## src/rtl/array_stack_and_bag_defines.svh

```systemverilog
// Assertion macros for the array stack and bag block.
`ifndef ARRAY_STACK_AND_BAG_DEFINES_SVH
`define ARRAY_STACK_AND_BAG_DEFINES_SVH

`ifndef SYNTH
`define ASB_ASSERT_ALWAYS(label, prop, msg) \
	label: assert property (@(posedge clk) disable iff (!arst_n) (prop)) else $error(msg);
`define ASB_ASSERT_NEXT(label, ante, cons, msg) \
	label: assert property (@(posedge clk) disable iff (!arst_n) (ante) |=> (cons)) else $error(msg);
`else
`define ASB_ASSERT_ALWAYS(label, prop, msg)
`define ASB_ASSERT_NEXT(label, ante, cons, msg)
`endif

`endif

```

## src/rtl/asb_pkg.sv

```systemverilog
// Shared constants, codes and controller/datapath interface types.
package asb_pkg;

	localparam int DEPTH = 16;
	localparam int AW    = $clog2(DEPTH);
	localparam int CW    = $clog2(DEPTH + 1);
	localparam int IW    = (CW > 4) ? CW : 4;

	typedef enum logic [3:0] {
		K_PUSH      = 4'd0,
		K_POP       = 4'd1,
		K_TOP       = 4'd2,
		K_GET       = 4'd3,
		K_PUT       = 4'd4,
		K_SWAP      = 4'd5,
		K_REMOVE_AT = 4'd6,
		K_CONTAINS  = 4'd7,
		K_REMOVE_VAL = 4'd8
	} kind_t;

	typedef enum logic [1:0] {
		ST_OK    = 2'd0,
		ST_FULL  = 2'd1,
		ST_EMPTY = 2'd2,
		ST_RANGE = 2'd3
	} status_t;

	typedef enum logic [3:0] {
		S_IDLE,
		S_DECODE,
		S_READ,
		S_SWAP_B,
		S_SWAP_WA,
		S_SWAP_WB,
		S_SEARCH,
		S_SHIFT,
		S_RESP
	} state_t;

	typedef struct packed {
		logic    load_req;
		logic    clr_res;
		logic    push_wr;
		logic    put_wr;
		logic    dec_count;
		logic    rd_top;
		logic    rd_a;
		logic    rd_b;
		logic    cap_rd;
		logic    cap_tmp;
		logic    wr_a_rdata;
		logic    wr_b_tmp;
		logic    set_st;
		status_t st;
		logic    set_found;
		logic    search_start;
		logic    search_step;
		logic    shift_start_a;
		logic    shift_from_match;
		logic    shift_step;
		logic    load_out;
	} cmd_t;

	typedef struct packed {
		logic [3:0]    kind;
		logic          full;
		logic          empty;
		logic          a_oob;
		logic          b_oob;
		logic          hit;
		logic          scan_end;
		logic          out_free;
		logic [CW-1:0] count;
	} stat_t;

endpackage

```

## src/rtl/array_stack_and_bag.sv

```systemverilog
// Top level of the array stack and bag: controller, datapath and checks.
//
//  group  dir  tdata (low bit up)                              tuser
//  s_*    in   index_a[3:0] index_b[7:4] value[39:8]           kind[3:0]
//  m_*    out  read_value[31:0] found[32] status[34:33]        -
//              count[39:35] empty_res[40], zero to 47
//
// One request at a time. Push, pop, put and range or empty refusals pass through
// decode to the result; top and get also pass a read state; swap reads both entries
// and writes them back. Remove_at, contains and remove_value walk the entry memory
// one entry per cycle, over at most the current count of entries. A new request is
// taken while the previous result still waits in the output register. Reset clears
// the count; entries are not cleared and need no clearing pass.
`include "array_stack_and_bag_defines.svh"

module array_stack_and_bag import asb_pkg::*; (
	input  logic        clk,
	input  logic        arst_n,
	input  logic        s_tvalid,
	output logic        s_tready,
	input  logic [39:0] s_tdata,   // index_a, index_b, value
	input  logic [3:0]  s_tuser,   // kind
	output logic        m_tvalid,
	input  logic        m_tready,
	output logic [47:0] m_tdata    // read_value, found, status, count, empty_res
);

	cmd_t  cmd;
	stat_t st;

	asb_ctrl u_ctrl (
		.clk      (clk),
		.arst_n   (arst_n),
		.s_tvalid (s_tvalid),
		.s_tready (s_tready),
		.st       (st),
		.cmd      (cmd)
	);

	asb_dp u_dp (
		.clk      (clk),
		.arst_n   (arst_n),
		.cmd      (cmd),
		.st       (st),
		.kind     (s_tuser),
		.index_a  (s_tdata[3:0]),
		.index_b  (s_tdata[7:4]),
		.value    (s_tdata[39:8]),
		.m_tvalid (m_tvalid),
		.m_tready (m_tready),
		.m_tdata  (m_tdata)
	);

	`ASB_ASSERT_ALWAYS(a_count_range, st.count <= CW'(DEPTH), "count above capacity")
	`ASB_ASSERT_NEXT(a_one_at_a_time, s_tvalid && s_tready, !s_tready, "request taken while busy")
	`ASB_ASSERT_NEXT(a_dec_count, cmd.dec_count, st.count == $past(st.count) - 1'b1, "count drop")

endmodule

```

## src/rtl/asb_ctrl.sv

```systemverilog
// Sequencer for the array stack and bag: decodes a request and steps the datapath.
module asb_ctrl import asb_pkg::*; (
	input  logic  clk,
	input  logic  arst_n,
	input  logic  s_tvalid,
	output logic  s_tready,
	input  stat_t st,
	output cmd_t  cmd
);

	state_t state_q, state_d;

	always_ff @(posedge clk or negedge arst_n) begin
		if (!arst_n) begin
			state_q <= S_IDLE;
		end else begin
			state_q <= state_d;
		end
	end

	always_comb begin
		state_d  = state_q;
		cmd      = '0;
		cmd.st   = ST_OK;
		s_tready = 1'b0;
		unique case (state_q)
			S_IDLE: begin
				s_tready = 1'b1;
				if (s_tvalid) begin
					cmd.load_req = 1'b1;
					state_d      = S_DECODE;
				end
			end
			S_DECODE: begin
				cmd.clr_res = 1'b1;
				state_d     = S_RESP;
				unique case (kind_t'(st.kind))
					K_PUSH: begin
						if (st.full) begin
							cmd.set_st = 1'b1;
							cmd.st     = ST_FULL;
						end else begin
							cmd.push_wr = 1'b1;
						end
					end
					K_POP: begin
						if (st.empty) begin
							cmd.set_st = 1'b1;
							cmd.st     = ST_EMPTY;
						end else begin
							cmd.dec_count = 1'b1;
						end
					end
					K_TOP: begin
						if (st.empty) begin
							cmd.set_st = 1'b1;
							cmd.st     = ST_EMPTY;
						end else begin
							cmd.rd_top = 1'b1;
							state_d    = S_READ;
						end
					end
					K_GET: begin
						if (st.a_oob) begin
							cmd.set_st = 1'b1;
							cmd.st     = ST_RANGE;
						end else begin
							cmd.rd_a = 1'b1;
							state_d  = S_READ;
						end
					end
					K_PUT: begin
						if (st.a_oob) begin
							cmd.set_st = 1'b1;
							cmd.st     = ST_RANGE;
						end else begin
							cmd.put_wr = 1'b1;
						end
					end
					K_SWAP: begin
						if (st.a_oob || st.b_oob) begin
							cmd.set_st = 1'b1;
							cmd.st     = ST_RANGE;
						end else begin
							cmd.rd_a = 1'b1;
							state_d  = S_SWAP_B;
						end
					end
					K_REMOVE_AT: begin
						if (st.a_oob) begin
							cmd.set_st = 1'b1;
							cmd.st     = ST_RANGE;
						end else begin
							cmd.shift_start_a = 1'b1;
							state_d           = S_SHIFT;
						end
					end
					K_CONTAINS, K_REMOVE_VAL: begin
						cmd.search_start = 1'b1;
						state_d          = S_SEARCH;
					end
					default: begin
						// unused kinds: plain ok response
					end
				endcase
			end
			S_READ: begin
				cmd.cap_rd = 1'b1;
				state_d    = S_RESP;
			end
			S_SWAP_B: begin
				cmd.rd_b    = 1'b1;
				cmd.cap_tmp = 1'b1;
				state_d     = S_SWAP_WA;
			end
			S_SWAP_WA: begin
				cmd.wr_a_rdata = 1'b1;
				state_d        = S_SWAP_WB;
			end
			S_SWAP_WB: begin
				cmd.wr_b_tmp = 1'b1;
				state_d      = S_RESP;
			end
			S_SEARCH: begin
				if (st.hit) begin
					cmd.set_found = 1'b1;
					if (kind_t'(st.kind) == K_REMOVE_VAL) begin
						cmd.shift_from_match = 1'b1;
						state_d              = S_SHIFT;
					end else begin
						state_d = S_RESP;
					end
				end else if (st.scan_end) begin
					state_d = S_RESP;
				end else begin
					cmd.search_step = 1'b1;
				end
			end
			S_SHIFT: begin
				if (st.scan_end) begin
					cmd.dec_count = 1'b1;
					state_d       = S_RESP;
				end else begin
					cmd.shift_step = 1'b1;
				end
			end
			S_RESP: begin
				if (st.out_free) begin
					cmd.load_out = 1'b1;
					state_d      = S_IDLE;
				end
			end
			default: begin
				state_d = S_IDLE;
			end
		endcase
	end

endmodule

```

## src/rtl/asb_dp.sv

```systemverilog
// Datapath: entry memory, count, walk pointers, result and output registers.
module asb_dp import asb_pkg::*; (
	input  logic        clk,
	input  logic        arst_n,
	input  cmd_t        cmd,
	output stat_t       st,
	input  logic [3:0]  kind,
	input  logic [3:0]  index_a,
	input  logic [3:0]  index_b,
	input  logic [31:0] value,
	output logic        m_tvalid,
	input  logic        m_tready,
	output logic [47:0] m_tdata
);

	logic [31:0]   mem [DEPTH];
	logic [31:0]   rdata_q;
	logic [3:0]    kind_q;
	logic [3:0]    ia_q;
	logic [3:0]    ib_q;
	logic [31:0]   val_q;
	logic [31:0]   tmp_q;
	logic [31:0]   rd_q;
	logic          found_q;
	status_t       status_q;
	logic [CW-1:0] count_q;
	logic [CW-1:0] rptr_q;
	logic [AW-1:0] paddr_q;
	logic          pend_q;
	logic          out_vld_q;
	logic [47:0]   out_q;

	logic [AW-1:0] a_addr;
	logic [AW-1:0] b_addr;
	logic [AW-1:0] raddr;
	logic [AW-1:0] waddr;
	logic [31:0]   wdata;
	logic          we;
	logic          step;
	logic          more;
	logic          issue;

	assign a_addr = AW'(IW'(ia_q));
	assign b_addr = AW'(IW'(ib_q));
	assign step   = cmd.search_step | cmd.shift_step;
	assign more   = rptr_q < count_q;
	assign issue  = step & more;

	always_comb begin
		we    = 1'b0;
		waddr = '0;
		wdata = rdata_q;
		priority if (cmd.push_wr) begin
			we    = 1'b1;
			waddr = AW'(count_q);
			wdata = val_q;
		end else if (cmd.put_wr) begin
			we    = 1'b1;
			waddr = a_addr;
			wdata = val_q;
		end else if (cmd.wr_a_rdata) begin
			we    = 1'b1;
			waddr = a_addr;
		end else if (cmd.wr_b_tmp) begin
			we    = 1'b1;
			waddr = b_addr;
			wdata = tmp_q;
		end else if (cmd.shift_step && pend_q) begin
			// entry just read moves down one place
			we    = 1'b1;
			waddr = paddr_q - 1'b1;
		end
	end

	always_comb begin
		raddr = '0;
		priority if (cmd.rd_top) begin
			raddr = AW'(count_q - 1'b1);
		end else if (cmd.rd_a) begin
			raddr = a_addr;
		end else if (cmd.rd_b) begin
			raddr = b_addr;
		end else if (step) begin
			raddr = AW'(rptr_q);
		end
	end

	always_ff @(posedge clk) begin
		if (we) begin
			mem[waddr] <= wdata;
		end
		rdata_q <= mem[raddr];
	end

	always_ff @(posedge clk or negedge arst_n) begin
		if (!arst_n) begin
			count_q   <= '0;
			rptr_q    <= '0;
			pend_q    <= 1'b0;
			out_vld_q <= 1'b0;
		end else begin
			if (cmd.push_wr) begin
				count_q <= count_q + 1'b1;
			end else if (cmd.dec_count) begin
				count_q <= count_q - 1'b1;
			end
			if (cmd.search_start) begin
				rptr_q <= '0;
				pend_q <= 1'b0;
			end else if (cmd.shift_start_a) begin
				rptr_q <= CW'(IW'(ia_q) + 1'b1);
				pend_q <= 1'b0;
			end else if (cmd.shift_from_match) begin
				// shift starts just above the matching entry
				rptr_q <= CW'(paddr_q) + 1'b1;
				pend_q <= 1'b0;
			end else if (step) begin
				pend_q <= issue;
				if (issue) begin
					rptr_q <= rptr_q + 1'b1;
				end
			end
			if (cmd.load_out) begin
				out_vld_q <= 1'b1;
			end else if (m_tready) begin
				out_vld_q <= 1'b0;
			end
		end
	end

	always_ff @(posedge clk) begin
		if (cmd.load_req) begin
			kind_q <= kind;
			ia_q   <= index_a;
			ib_q   <= index_b;
			val_q  <= value;
		end
		if (issue) begin
			paddr_q <= AW'(rptr_q);
		end
		if (cmd.cap_tmp) begin
			tmp_q <= rdata_q;
		end
		if (cmd.clr_res) begin
			rd_q     <= '0;
			found_q  <= 1'b0;
			status_q <= cmd.set_st ? cmd.st : ST_OK;
		end
		if (cmd.cap_rd) begin
			rd_q <= rdata_q;
		end
		if (cmd.set_found) begin
			found_q <= 1'b1;
		end
		if (cmd.load_out) begin
			out_q <= {7'd0, (count_q == '0), 5'(count_q), status_q, found_q, rd_q};
		end
	end

	assign st.kind     = kind_q;
	assign st.full     = count_q == CW'(DEPTH);
	assign st.empty    = count_q == '0;
	assign st.a_oob    = IW'(ia_q) >= IW'(count_q);
	assign st.b_oob    = IW'(ib_q) >= IW'(count_q);
	assign st.hit      = pend_q && (rdata_q == val_q);
	assign st.scan_end = !more && !pend_q;
	assign st.out_free = !out_vld_q || m_tready;
	assign st.count    = count_q;

	assign m_tvalid = out_vld_q;
	assign m_tdata  = out_q;

endmodule

```

## config.mk

```make
export PLATFORM = sky130hd
export DESIGN_NAME = array_stack_and_bag
export DESIGN_NICKNAME = d
export VERILOG_FILES = /design/src/rtl/asb_pkg.sv /design/src/rtl/array_stack_and_bag.sv /design/src/rtl/asb_ctrl.sv /design/src/rtl/asb_dp.sv
export VERILOG_INCLUDE_DIRS = /design/src /design/src/rtl
export SDC_FILE = /design/constraint.sdc
export NUM_CORES = 1
export LEC_CHECK = 0
export ABC_CLOCK_PERIOD_IN_PS = 7400
export BUFFER_PORTS_ARGS = -buffer_cell sky130_fd_sc_hd__buf_2
export CORE_MARGIN = 2
export CORE_UTILIZATION = 55
export CTS_BUF_LIST = sky130_fd_sc_hd__clkbuf_2
export DETAILED_ROUTE_END_ITERATION = 8
export PLACE_DENSITY = 0.76
export SETUP_SLACK_MARGIN = 0.2
export SYNTH_ARGS = -nofsm -noshare
export SYNTH_HDL_FRONTEND = slang
export SYNTH_SLANG_ARGS = --single-unit
export TNS_END_PERCENT = 100
```

## constraint.sdc

```tcl
create_clock -name clk -period 7.4 [get_ports clk]
set_input_delay 0.74 -clock clk [delete_from_list [all_inputs] [get_ports clk]]
set_output_delay 0.74 -clock clk [all_outputs]
set_load 0.03 [all_outputs]
```

==> results of run 1 <==
## logic make-up (layout without fill, tap and decap cells)
family | Yosys count | after routing | synth area share, %
flip-flops | 716 | 716 | 75.9
AO/OA/AOI/OAI | 173 | 173 | 4.25
adder cells (fa/ha/maj) | 16 | 16 | 0.720
AND/OR/NAND/NOR | 250 | 250 | 4.31
other | 1 | 13 | 0.0135
XOR/XNOR | 44 | 44 | 1.39
multiplexers | 165 | 165 | 11.7
buffers and inverters | 96 | 537 | 1.76
## flip-flops by register name, summed over array words and instances (netlist names), 5 cells and up
register and count:
u_dp.rd_q 32, u_dp.val_q 32, u_dp.count_q 5, u_dp.mem 512, u_dp.rdata_q 32, u_dp.m_tdata 41, u_dp.tmp_q 32, u_dp.rptr_q 5
## critical path: stages, from the launching register on
cell	delay, ps
dfrtp_1	500
inv_1	190
ha_1	320
o21a_1	110
nor2_1	40
a211oi_1	880
or4_1	260
nand2_1	110
a221oi_1	470
o211ai_1	480
nor2_4	880
buf_4	400
## what timing repair did
action	in CTS	in global routing
gates resized for setup	0	0
hold endpoints to repair	67	0
hold buffers	61	0
## report_power, final
group	leakage (nW)	switching (mW)	total, mW	internal, mW
sequential	6.54	0.352	5.98	5.63
clock	1.23	1.54	2.62	1.08
combinational	3.11	1.96	2.91	0.943
## layer usage
metal | GRT usage (%) | vias to the layer above | wire length (microns)
met5 | 0 | - | 0
met4 | 8.69 | 0 | 1560
met3 | 6.25 | 121 | 6590
met2 | 40.2 | 977 | 31500
met1 | 35.9 | 7871 | 26600
li1 | - | 6633 | -
## metrics by stage
stage / cell area [sq um] / power (mW)
6_report: 31600 / 11.5
5_1_grt: 31600 / 12.0
4_1_cts: 31600 / 11.5
3_5_place_dp: 29400 / 8.90
3_3_place_gp: 29400 / 8.78
2_1_floorplan: 27800 / 7.74
## cells in the mapped netlist (all sizes together), types with 6 or more instances
master and n:
a21oi 11, a22oi 64, a31oi 8, and3 36, buf 37, clkbuf 39, dfrtp 16, dfxtp 33
edfxtp 667, ha 16, inv 20, mux2i 36, mux4 128, nand2 104, nand2b 9, nand3 6
nand4 13, nor2 46, nor3 6, nor4 6, o21a 8, o21ai 46, xnor2 40
## area by class of cell
cell class	count	share of cell area (%)
Sequential cell	716	66.7
Multi-Input combinational cell	655	20.4
Timing Repair Buffer	209	4.82
Clock buffer	261	4.13
Tap cell	672	2.66
Clock inverter	47	0.970
Inverter	20	0.238
Antenna cell	6	0.0475
## final timing paths
path                                             startpoint                         end  slack, ps
worst min register to register  u_dp.rd_q[25]$_SDFFCE_PN0P_  u_dp.m_tdata[25]$_DFFE_PP_        410
max in group asynchronous                            arst_n  u_dp.rptr_q[1]$_DFFE_PN0P_       6260
worst max register to register  u_dp.count_q[2]$_DFFE_PN0P_    u_dp.mem[4][4]$_DFFE_PP_       2400
min in group asynchronous                            arst_n   u_dp.m_tvalid$_DFFE_PN0P_        570
worst min-delay path                            s_tdata[34]    u_dp.val_q[26]$_DFFE_PP_        100
worst max-delay path            u_dp.count_q[2]$_DFFE_PN0P_    u_dp.mem[4][4]$_DFFE_PP_       2400
==> results.md, run 1 <==
- Area delta synth->final: 13.6%
- Asr flop ratio synth: about 2.2%
- Worst slew pin tran: ~1100 ps
- Routed via count: 15602
- Core outline area: 0.0501 sq mm
- Rel. slew slack: around a quarter
- GRT overflow: 0
- Flops & latches, synth: slightly above 700
- Port bufs: 90
- Area of the multi-input gates: approximately 0.0064 sq mm
- Max cap viols: 0
- Drt wl/cell: about 26 microns
- Max Freq: between 150 and 200 MHz
- CP Data Required Time: around 8400 ps
- Initial DRC count: about 1900
- Post-synth top area share: between 70% and 80%
- Total clock sinks: 716
- DRC: 0
- Post-Syn Area: about 0.028 sq mm
- Final nets: between 1500 and 2000
- H-Tree Depth: 4
- Fill cells: 3553
- Ys Warns: 0
- Hold Crit Depth: 2
- Number of synthesized flops with an enable pin: 667
- CTS tree: done
- Std-Cell Rows: roughly 80
- Setup WS post-layout: around 2400 ps
- Initial antenna violation count: 2
- Final Hold Fails: 0
- Worst clock skew: slightly above 90 ps
- I/O pin cnt: between 90 and 100
- Post-synth top flop: edfxtp_1
- Fin crit period: 5000 ps
- Most common cell after layout, fill and taps aside: edfxtp_1
- Worst setup EP type: flip-flop
- Syn avg cell area: ~19 sq um
- P_leak: around 11 nW
- Worst Path Arrival: 6020 ps
- Cells after synthesis: 1461
- Final Max Tran Viols: 0
- Inserted Clock Buffers: approximately 170
- Clock Latency Late Sink: roughly 1400 ps
- Hold_ws: roughly 96 ps
- Max IR drop VDD: 0.217 mV
- GPL Wtd Cong: 0.931
- Final core occ: 63.1%
- Crit Path Category: flip-flop to flip-flop
- Max FO, Critical Path: 21
- Worst R2R Path Depth: 11
- HP Class: input port to flip-flop
- Clock Pin Slew Worst Setup and Hold Paths: about 90 ps
- Final WL: between 60 and 70 mm
- Largest area contributor in the netlist: edfxtp_1
- Initial core utilization: ~56%
- Reg area: between 0.02 and 0.025 sq mm
- Synth area leaders: edfxtp_1 (72%), mux4_2 (10%), dfxtp_1 (2.4%), a22oi_1 (1.7%), dfrtp_1 (1.4%)
- Fin crit share: 67.6%
- Dpl ws: around 2400 ps
- PD cells: ~360 mW/mm^2
- Die extent in y: around 230 microns
- Total track usage: 25.7%
- Post-CTS setup repair buffer count: 0
- RSZ-0062 raised after global routing: no
- First-pass GRT wire length: about 98 mm
- Vias/cell: 6.03
- Vias in the first global route: between 15000 and 20000
- Final Non-Filler Cells: between 2000 and 3000
- Status: finished, final reports clean
- Die extent in x: approximately 230 microns
- Maximum root-to-sink buffer count: 3
- Setup crit start kind: flip-flop
- Placed cell count: 2211
- Setup TNS: 0 ps
- Synth cell types: just over 60
- Post-DP HPWL: about 35 mm
- Root Buffer: clkbuf_2
- Most frequent cells in the layout: edfxtp_1 (667), clkbuf_2 (261), mux4_2 (128), nand2_1 (103), buf_2 (90)
- Die ar.: about 0.052 sq mm
- Setup violations, final: 0
- Layout cells sized above 1: 30.9%
- Antenna Violating Nets Remaining: 0
- Pin count of the biggest net entering global routing: between 100 and 150
- Seq/Total Area, Yosys: 75.9%
- Drt pass-1 iters: 7
Power figures use the tool's default switching activity.
==> run 2, diff against run 1 <==
Settings changed: ABC_CLOCK_PERIOD_IN_PS 7400 to 4100, PLACE_DENSITY 0.76 to 0.79.
Clock period 7.4 ns to 4.1 ns, I/O delays scaled along.
==> run 2 against run 1 <==
Against the previous run: largest cell class unchanged; global-route usage rose by 0.83 points; setup slack worse by 2100 ps; sequential share of layout area shrank 2.1 points; routed wire length is 2.9% higher; maximum frequency grew 30%; critical path depth is 2 lower; die area stayed put; power rose by 84%; clock power grew 77%; register-to-register slack lost 2100 ps.
==> results.md, run 2 (same netlist as run 1, synthesis figures left out) <==
- Status: finished, final reports clean
- Vias/cell: 6.06 (+0.38%)
- RSZ-0062 raised after global routing: yes
- Most frequent cells in the layout: edfxtp_1 (667), clkbuf_2 (258), mux4_2 (128), nand2_1 (103), dlygate4sd3_1 (94)
- First-pass GRT wire length: 101 mm (+2.8%)
- Largest Register: u_dp.mem
- Global routing usage on met2: 42.3% (+2.0 points)
- Reg area: 0.0211 sq mm (about the same)
- Area delta synth->final: 17.3%
- Worst clock skew: 113 ps (+21.2 ps)
- CP Launch Point: u_ctrl.state_q[3]$_DFFE_PN0P_
- Crit Path Category: flip-flop to flip-flop
- Met3 Use GR: 7.15% (+0.90 points)
- Max IR drop VDD: 0.356 mV (+64%)
- Fin crit period: 3840 ps (-1170 ps)
- Initial antenna violation count: 2 (unchanged)
- CTS tree: done
- Routed via count: 16116 (+3.3%)
- Final Max Tran Viols: 0 (unchanged)
- Total track usage: 26.5% (+0.83 points)
- Drt wl/cell: 25.6 microns (about the same)
- Area of the multi-input gates: 0.00648 sq mm (+0.54%)
- Worst setup EP type: flip-flop
- Initial core utilization: 55.5% (unchanged)
- Post-DP HPWL: 38.3 mm (+9.4%)
- GPL Wtd Cong: 0.992 (+6.6%)
- Most common cell after layout, fill and taps aside: edfxtp_1
- I/O pin cnt: 98 (unchanged)
- H-Tree Depth: 4 (unchanged)
- GR Layer Usage met1: 35.2% (-0.75 points)
- GRT overflow: 0 (unchanged)
- Switching part of the total: 33.9% (+0.41 points)
- Inserted Clock Buffers: 168 (-0.59%)
- Power share of the combinational group: 27.0% (+1.8 points)
- Drt pass-1 iters: 6 (-1)
- Clock Pin Slew Worst Setup and Hold Paths: 110 ps (+20 ps)
- Fill cells: 3338 (-6.1%)
- Rel. slew slack: 27.1% (+2.8 points)
- Final Hold Fails: 0 (unchanged)
- Reg2Reg Launch Point: u_ctrl.state_q[3]$_DFFE_PN0P_
- Die extent in y: 229 microns (unchanged)
- Internal Power: 14.0 mW (+83%)
- Max FO, Critical Path: 17 (-19%)
- Root Buffer: clkbuf_2
- Power share of the clock group: 21.9% (-0.9 points)
- Std-Cell Rows: 82 (unchanged)
- Port bufs: 90 (unchanged)
- CP Data Required Time: 5380 ps (-3030 ps)
- Max Freq: 261 MHz (+30%)
- Die extent in x: 229 microns (unchanged)
- Max reg flops: 512 (unchanged)
- Worst Path Arrival: 5110 ps (-910 ps)
- Final nets: 1908 (+4.0%)
- Antenna Violating Nets Remaining: 0 (unchanged)
- Reg power frac: 51.1% (-0.9 points)
- Setup crit start kind: flip-flop
- Initial DRC count: 2193 (+14%)
- Setup violations, final: 0 (unchanged)
- Final core occ: 65.1% (+2.0 points)
- Pin count of the biggest net entering global routing: 65 (-50%)
- Sw Pwr: 7.17 mW (+86%)
- Die ar.: 0.0524 sq mm (unchanged)
- Clock Latency Late Sink: 1390 ps (+30 ps)
- Fin crit share: 93.6% (+26 points)
- P_leak: 11.3 nW (+4.0%)
- Post-route total power: 21.1 mW (+84%)
- Vias in the first global route: 16368 (+4.2%)
- Max cap viols: 0 (unchanged)
- PD cells: 648 mW/mm^2 (+78%)
- Worst R2R Path Depth: 9 (-2)
- Busiest layer in global routing: met2
- Worst slew pin tran: 1090 ps (-35.4 ps)
- Total clock sinks: 716 (unchanged)
- HP Class: input port to async pin
- Layout cells sized above 1: 32.0% (+1.1 points)
- DRC: 0 (unchanged)
- Core outline area: 0.0501 sq mm (unchanged)
- Maximum root-to-sink buffer count: 3 (unchanged)
- Final WL: 68.2 mm (+2.9%)
==> run 2: cell types whose count changed in the layout (fill, tap and decap cells not counted), sizes merged <==
cell / delta
clkinvlp: +1
bufinv: -2
dlygate4sd3: +33
clkbuf: -3
diode: -2
clkinv: +7
buf: +41
==> run 2: power groups by stage <==
stage | Combinational [mW] | Clock, mW | Sequential (mW)
6_report | 5.71 | 4.64 | 10.8
5_1_grt | 6.09 | 5.12 | 10.9
3_3_place_gp | 5.32 | 0 | 10.9
3_5_place_dp | 5.52 | 0 | 10.9
4_1_cts | 5.61 | 4.71 | 10.8
2_1_floorplan | 3.06 | 0 | 10.9
==> run 2: final timing paths <==
check	endpoint	slack, ps
hold / removal	u_ctrl.state_q[3]$_DFFE_PN0P_	290
setup reg to reg	u_dp.rdata_q[20]$_DFF_P_	260
min in group clk	u_dp.val_q[17]$_DFFE_PP_	310
max in group asynchronous	u_dp.count_q[0]$_DFFE_PN0P_	3180
hold reg to reg	u_dp.m_tdata[2]$_DFFE_PP_	390
setup / recovery	u_dp.rdata_q[20]$_DFF_P_	260
==> run 2: through the flow <==
stage / hold WS, ps / setup TNS, ps / setup slack (ps) / cell area [sq um] / std cells
floorplan: 114 / -56150 / -210 / 27800 / 1467
detailed placement: 362 / 0 / 76.1 / 30000 / 2250
global placement: 365 / 0 / 143 / 30000 / 2250
CTS: 135 / 0 / 225 / 32600 / 2655
global route: 168 / 0 / 144 / 32600 / 2661
finish: 289 / 0 / 264 / 32600 / 2661
==> run 2: worst max-delay path, cell delays in order (launching register included) <==
cell and delay [ps]:
dfrtp_1 490, or4b_1 710, nor3_2 290, nor3b_1 400
nor2_1 230, a31o_1 290, nor2_4 630, buf_4 430
a22oi_1 170, nand2_1 130
==> run 2: cell type report <==
class	count	area share [%]
Inverter	20	0.230
Tap cell	672	2.58
Multi-Input combinational cell	655	19.9
Timing Repair Buffer	283	7.81
Clock buffer	258	3.96
Clock inverter	53	0.867
Sequential cell	716	64.7
Antenna cell	4	0.0307
==> run 2: repair_timing <==
action,CTS,global route
pin swaps,0,3
gates cloned,0,0
gates resized for setup,2,6
endpoints found under the setup margin,23,118
hold buffers,94,0
setup buffers,0,2
endpoints found under the hold margin,148,0
==> run 2: layer usage <==
metal,vias up,wire length (microns)
met5,-,0
met4,0,1550
li1,6766,-
met3,128,7790
met2,1076,33500
met1,8146,25300
==> run 3, diff against run 2 <==
Settings changed: CELL_PAD_IN_SITES_DETAIL_PLACEMENT set to 0, CELL_PAD_IN_SITES_GLOBAL_PLACEMENT set to 2, CORE_UTILIZATION 55 to 45, MAX_ROUTING_LAYER set to met4, PLACE_DENSITY 0.79 to 0.82, SLEW_MARGIN set to 20.
==> run 3 against run 2 <==
Against the previous run: critical path depth increased by 3; final cell count is 6.1% higher; worst hold slack worse by 23 ps; power up 0.81%; die area rose by 22%; maximum frequency grew 1.2%; sequential share of layout area decreased by 0.89 points; critical endpoint is now u_dp.rdata_q[14]$_DFF_P_; highest routed layer unchanged.
==> results.md, run 3 (same netlist as run 1, synthesis figures left out) <==
- Pin count of the biggest net entering global routing: 43 (-34%)
- Inserted Clock Buffers: 177 (+5.4%)
- Final WL: 69.4 mm (+1.8%)
- Hold Path End: u_dp.val_q[26]$_DFFE_PP_
- Max Freq: 264 MHz (+1.2%)
- Final Max Tran Viols: 0 (unchanged)
- Post-DP HPWL: 38.6 mm (+0.82%)
- Antenna Violating Nets Remaining: 0 (unchanged)
- Hold Crit Depth: 4
- RSZ-0062 raised after global routing: yes
- HP Class: input port to flip-flop
- Routed via count: 15867 (-1.5%)
- Clock Latency Late Sink: 1370 ps (-20 ps)
- Reg2Reg Launch Point: u_dp.val_q[29]$_DFFE_PP_
- Root Buffer: clkbuf_2
- Setup violations, final: 0 (unchanged)
- Vias/cell: 5.62 (-7.2%)
- Most frequent cells in the layout: edfxtp_1 (667), clkbuf_2 (278), mux4_2 (128), nand2_1 (101), dlygate4sd3_1 (94)
- CP most frequent cell: buf_12
- Fill cells: 4881 (+46%)
- DRC: 0 (unchanged)
- Layout cells sized above 1: 33.5% (+1.4 points)
- P_leak: 11.5 nW (+1.6%)
- Max FO, Critical Path: 13 (-4)
- Worst slew pin tran: 1040 ps (-52.2 ps)
- Status: finished, final reports clean
- CP Cell Sequence: xnor2_1 > nand4_1 > nor3_2 > buf_4 > nand3_1 > o211ai_1 > o21a_4 > buf_12 > buf_12 > mux4_2 > a22oi_1 > nand2_1
- Cell area after layout: 0.0331 sq mm (+1.4%)
- Final Hold Fails: 0 (unchanged)
- Setup TNS: 0 ps (unchanged)
- Die extent in x: 253 microns (+10%)
- I/O pin cnt: 98 (unchanged)
- Initial core utilization: 45.3% (-10 points)
- Total track usage: 22.8% (-3.7 points)
- PD cells: 644 mW/mm^2 (-0.57%)
- Std-Cell Rows: 91 (+11%)
- GRT overflow: 0 (unchanged)
- H-Tree Depth: 4 (unchanged)
- End of the worst register-to-register path: u_dp.rdata_q[14]$_DFF_P_
- Die ar.: 0.0638 sq mm (+22%)
- Drt pass-1 iters: 7 (+1)
- Die extent in y: 253 microns (+10%)
- CP top delay family: compound AO/OA/AOI/OAI gates
- Slowest stage cell, crit path: mux4_2
- Worst R2R Path Depth: 12 (+3)
- Crit Path Category: flip-flop to flip-flop
- Maximum root-to-sink buffer count: 3 (unchanged)
- Fin crit share: 92.4% (-1.1 points)
- Final nets: 1937 (+1.5%)
- First-pass GRT wire length: 102 mm (+1.5%)
- Max reg flops: 512 (unchanged)
- Worst clock skew: 118 ps (+4.82 ps)
- Most common cell after layout, fill and taps aside: edfxtp_1
- Vias in the first global route: 16139 (-1.4%)
- Largest Register: u_dp.mem
- Rel. slew slack: 30.4% (+3.3 points)
- CTS tree: done
- Max IR drop VDD: 0.341 mV (-4.3%)
- GPL Wtd Cong: 0.834 (-16%)
- Worst setup EP type: flip-flop
- Initial antenna violation count: 2 (unchanged)
- Setup crit start kind: flip-flop
- Max cap viols: 0 (unchanged)
- Reg2Reg Setup Slack: 310 ps (+50 ps)
- Initial DRC count: 1755 (-20%)
- Total clock sinks: 716 (unchanged)
- Hold Path Origin: s_tvalid
- Port bufs: 90 (unchanged)
- Fin crit period: 3790 ps (-46.0 ps)
- Core outline area: 0.0614 sq mm (+23%)
- Worst Path Arrival: 4970 ps (-140 ps)
- WP buf/inv: 3 (+2)
- Area delta synth->final: 18.9%
- CP Data Required Time: 5280 ps (-100 ps)
- CP peak stage delay: 500 ps (-210 ps)
- Drt wl/cell: 24.6 microns (-4.1%)
- Dpl cell area: 0.0303 sq mm (+0.89%)
- Clock Pin Slew Worst Setup and Hold Paths: 110 ps (about the same)
[run 3: changes by cell type in the layout (fill, tap and decap cells not counted), sizes merged]
cell    before  now
bufinv       2    1
buf        189  207
clkinv      44   47
diode        4    8
clkbuf     258  280
inv         25   24
[run 3: stage by stage]
step                      cells  setup slack, ps  power [mW]  hold WS (ps)  utilization, %
after floorplan            1467             -210        14.0           114               -
after detailed placement   2384              240        16.6           391            49.4
final                      2824              310        21.3           267            53.9
after global routing       2822              173        22.4           191            53.9
after global placement     2384              174        16.4           390            49.4
after CTS                  2810              206        21.4           132            53.6
[run 3: repair_timing]
item | CTS | global route
hold endpoints to repair | 131 | 0
buffers inserted | 0 | 4
resized for setup | 0 | 12
setup endpoints to repair | 0 | 220
hold buffers | 94 | 0
[run 3: worst max-delay path by stage]
stage                     cells after the start                  endpoint                         from
after CTS                                    11   u_dp.rdata_q[9]$_DFF_P_      u_dp.val_q[1]$_DFFE_PP_
final                                        12  u_dp.rdata_q[14]$_DFF_P_     u_dp.val_q[29]$_DFFE_PP_
after global routing                         13  u_dp.rdata_q[22]$_DFF_P_  u_dp.count_q[1]$_DFFE_PN0P_
after floorplan                              11  u_dp.mem[8][0]$_DFFE_PP_  u_dp.count_q[2]$_DFFE_PN0P_
after detailed placement                     13  u_dp.rdata_q[23]$_DFF_P_  u_dp.count_q[0]$_DFFE_PN0P_
after global placement                       13  u_dp.rdata_q[20]$_DFF_P_  u_dp.count_q[0]$_DFFE_PN0P_
[run 3: area by class of cell]
class / instances / area (sq um) / area share (%)
inverters: 20 / 75.1 / 0.227
well taps: 790 / 988 / 2.99
clock inverters: 54 / 273 / 0.825
repair buffers: 303 / 2730 / 8.26
clock buffers: 278 / 1390 / 4.21
diodes: 8 / 20.0 / 0.0605
flip-flops and latches: 716 / 21100 / 63.8
multi-input cells: 655 / 6500 / 19.6
[run 3: worst reg2reg max path: stages (launching register included)]
cell	delay [ps]
edfxtp_1	430
xnor2_1	490
nand4_1	210
nor3_2	360
buf_4	190
nand3_1	100
o211ai_1	400
o21a_4	290
buf_12	190
buf_12	190
mux4_2	510
a22oi_1	190
nand2_1	70
[run 3: layer usage]
| layer | vias up | part of all wire [%] | track usage [%] |
|---|---|---|---|
| li1 | 6854 | - | - |
| met3 | 86 | 7.8 | 4.77 |
| met2 | 715 | 48 | 35.0 |
| met4 | 0 | 1.7 | 7.78 |
| met5 | - | 0 | - |
| met1 | 8212 | 42 | 30.7 |
[run 3: where the power goes]
part / switching, mW / internal (mW)
clock: 2.88 / 1.88
sequential: 0.594 / 10.2
combinational: 3.75 / 2.05
total: 7.22 / 14.1
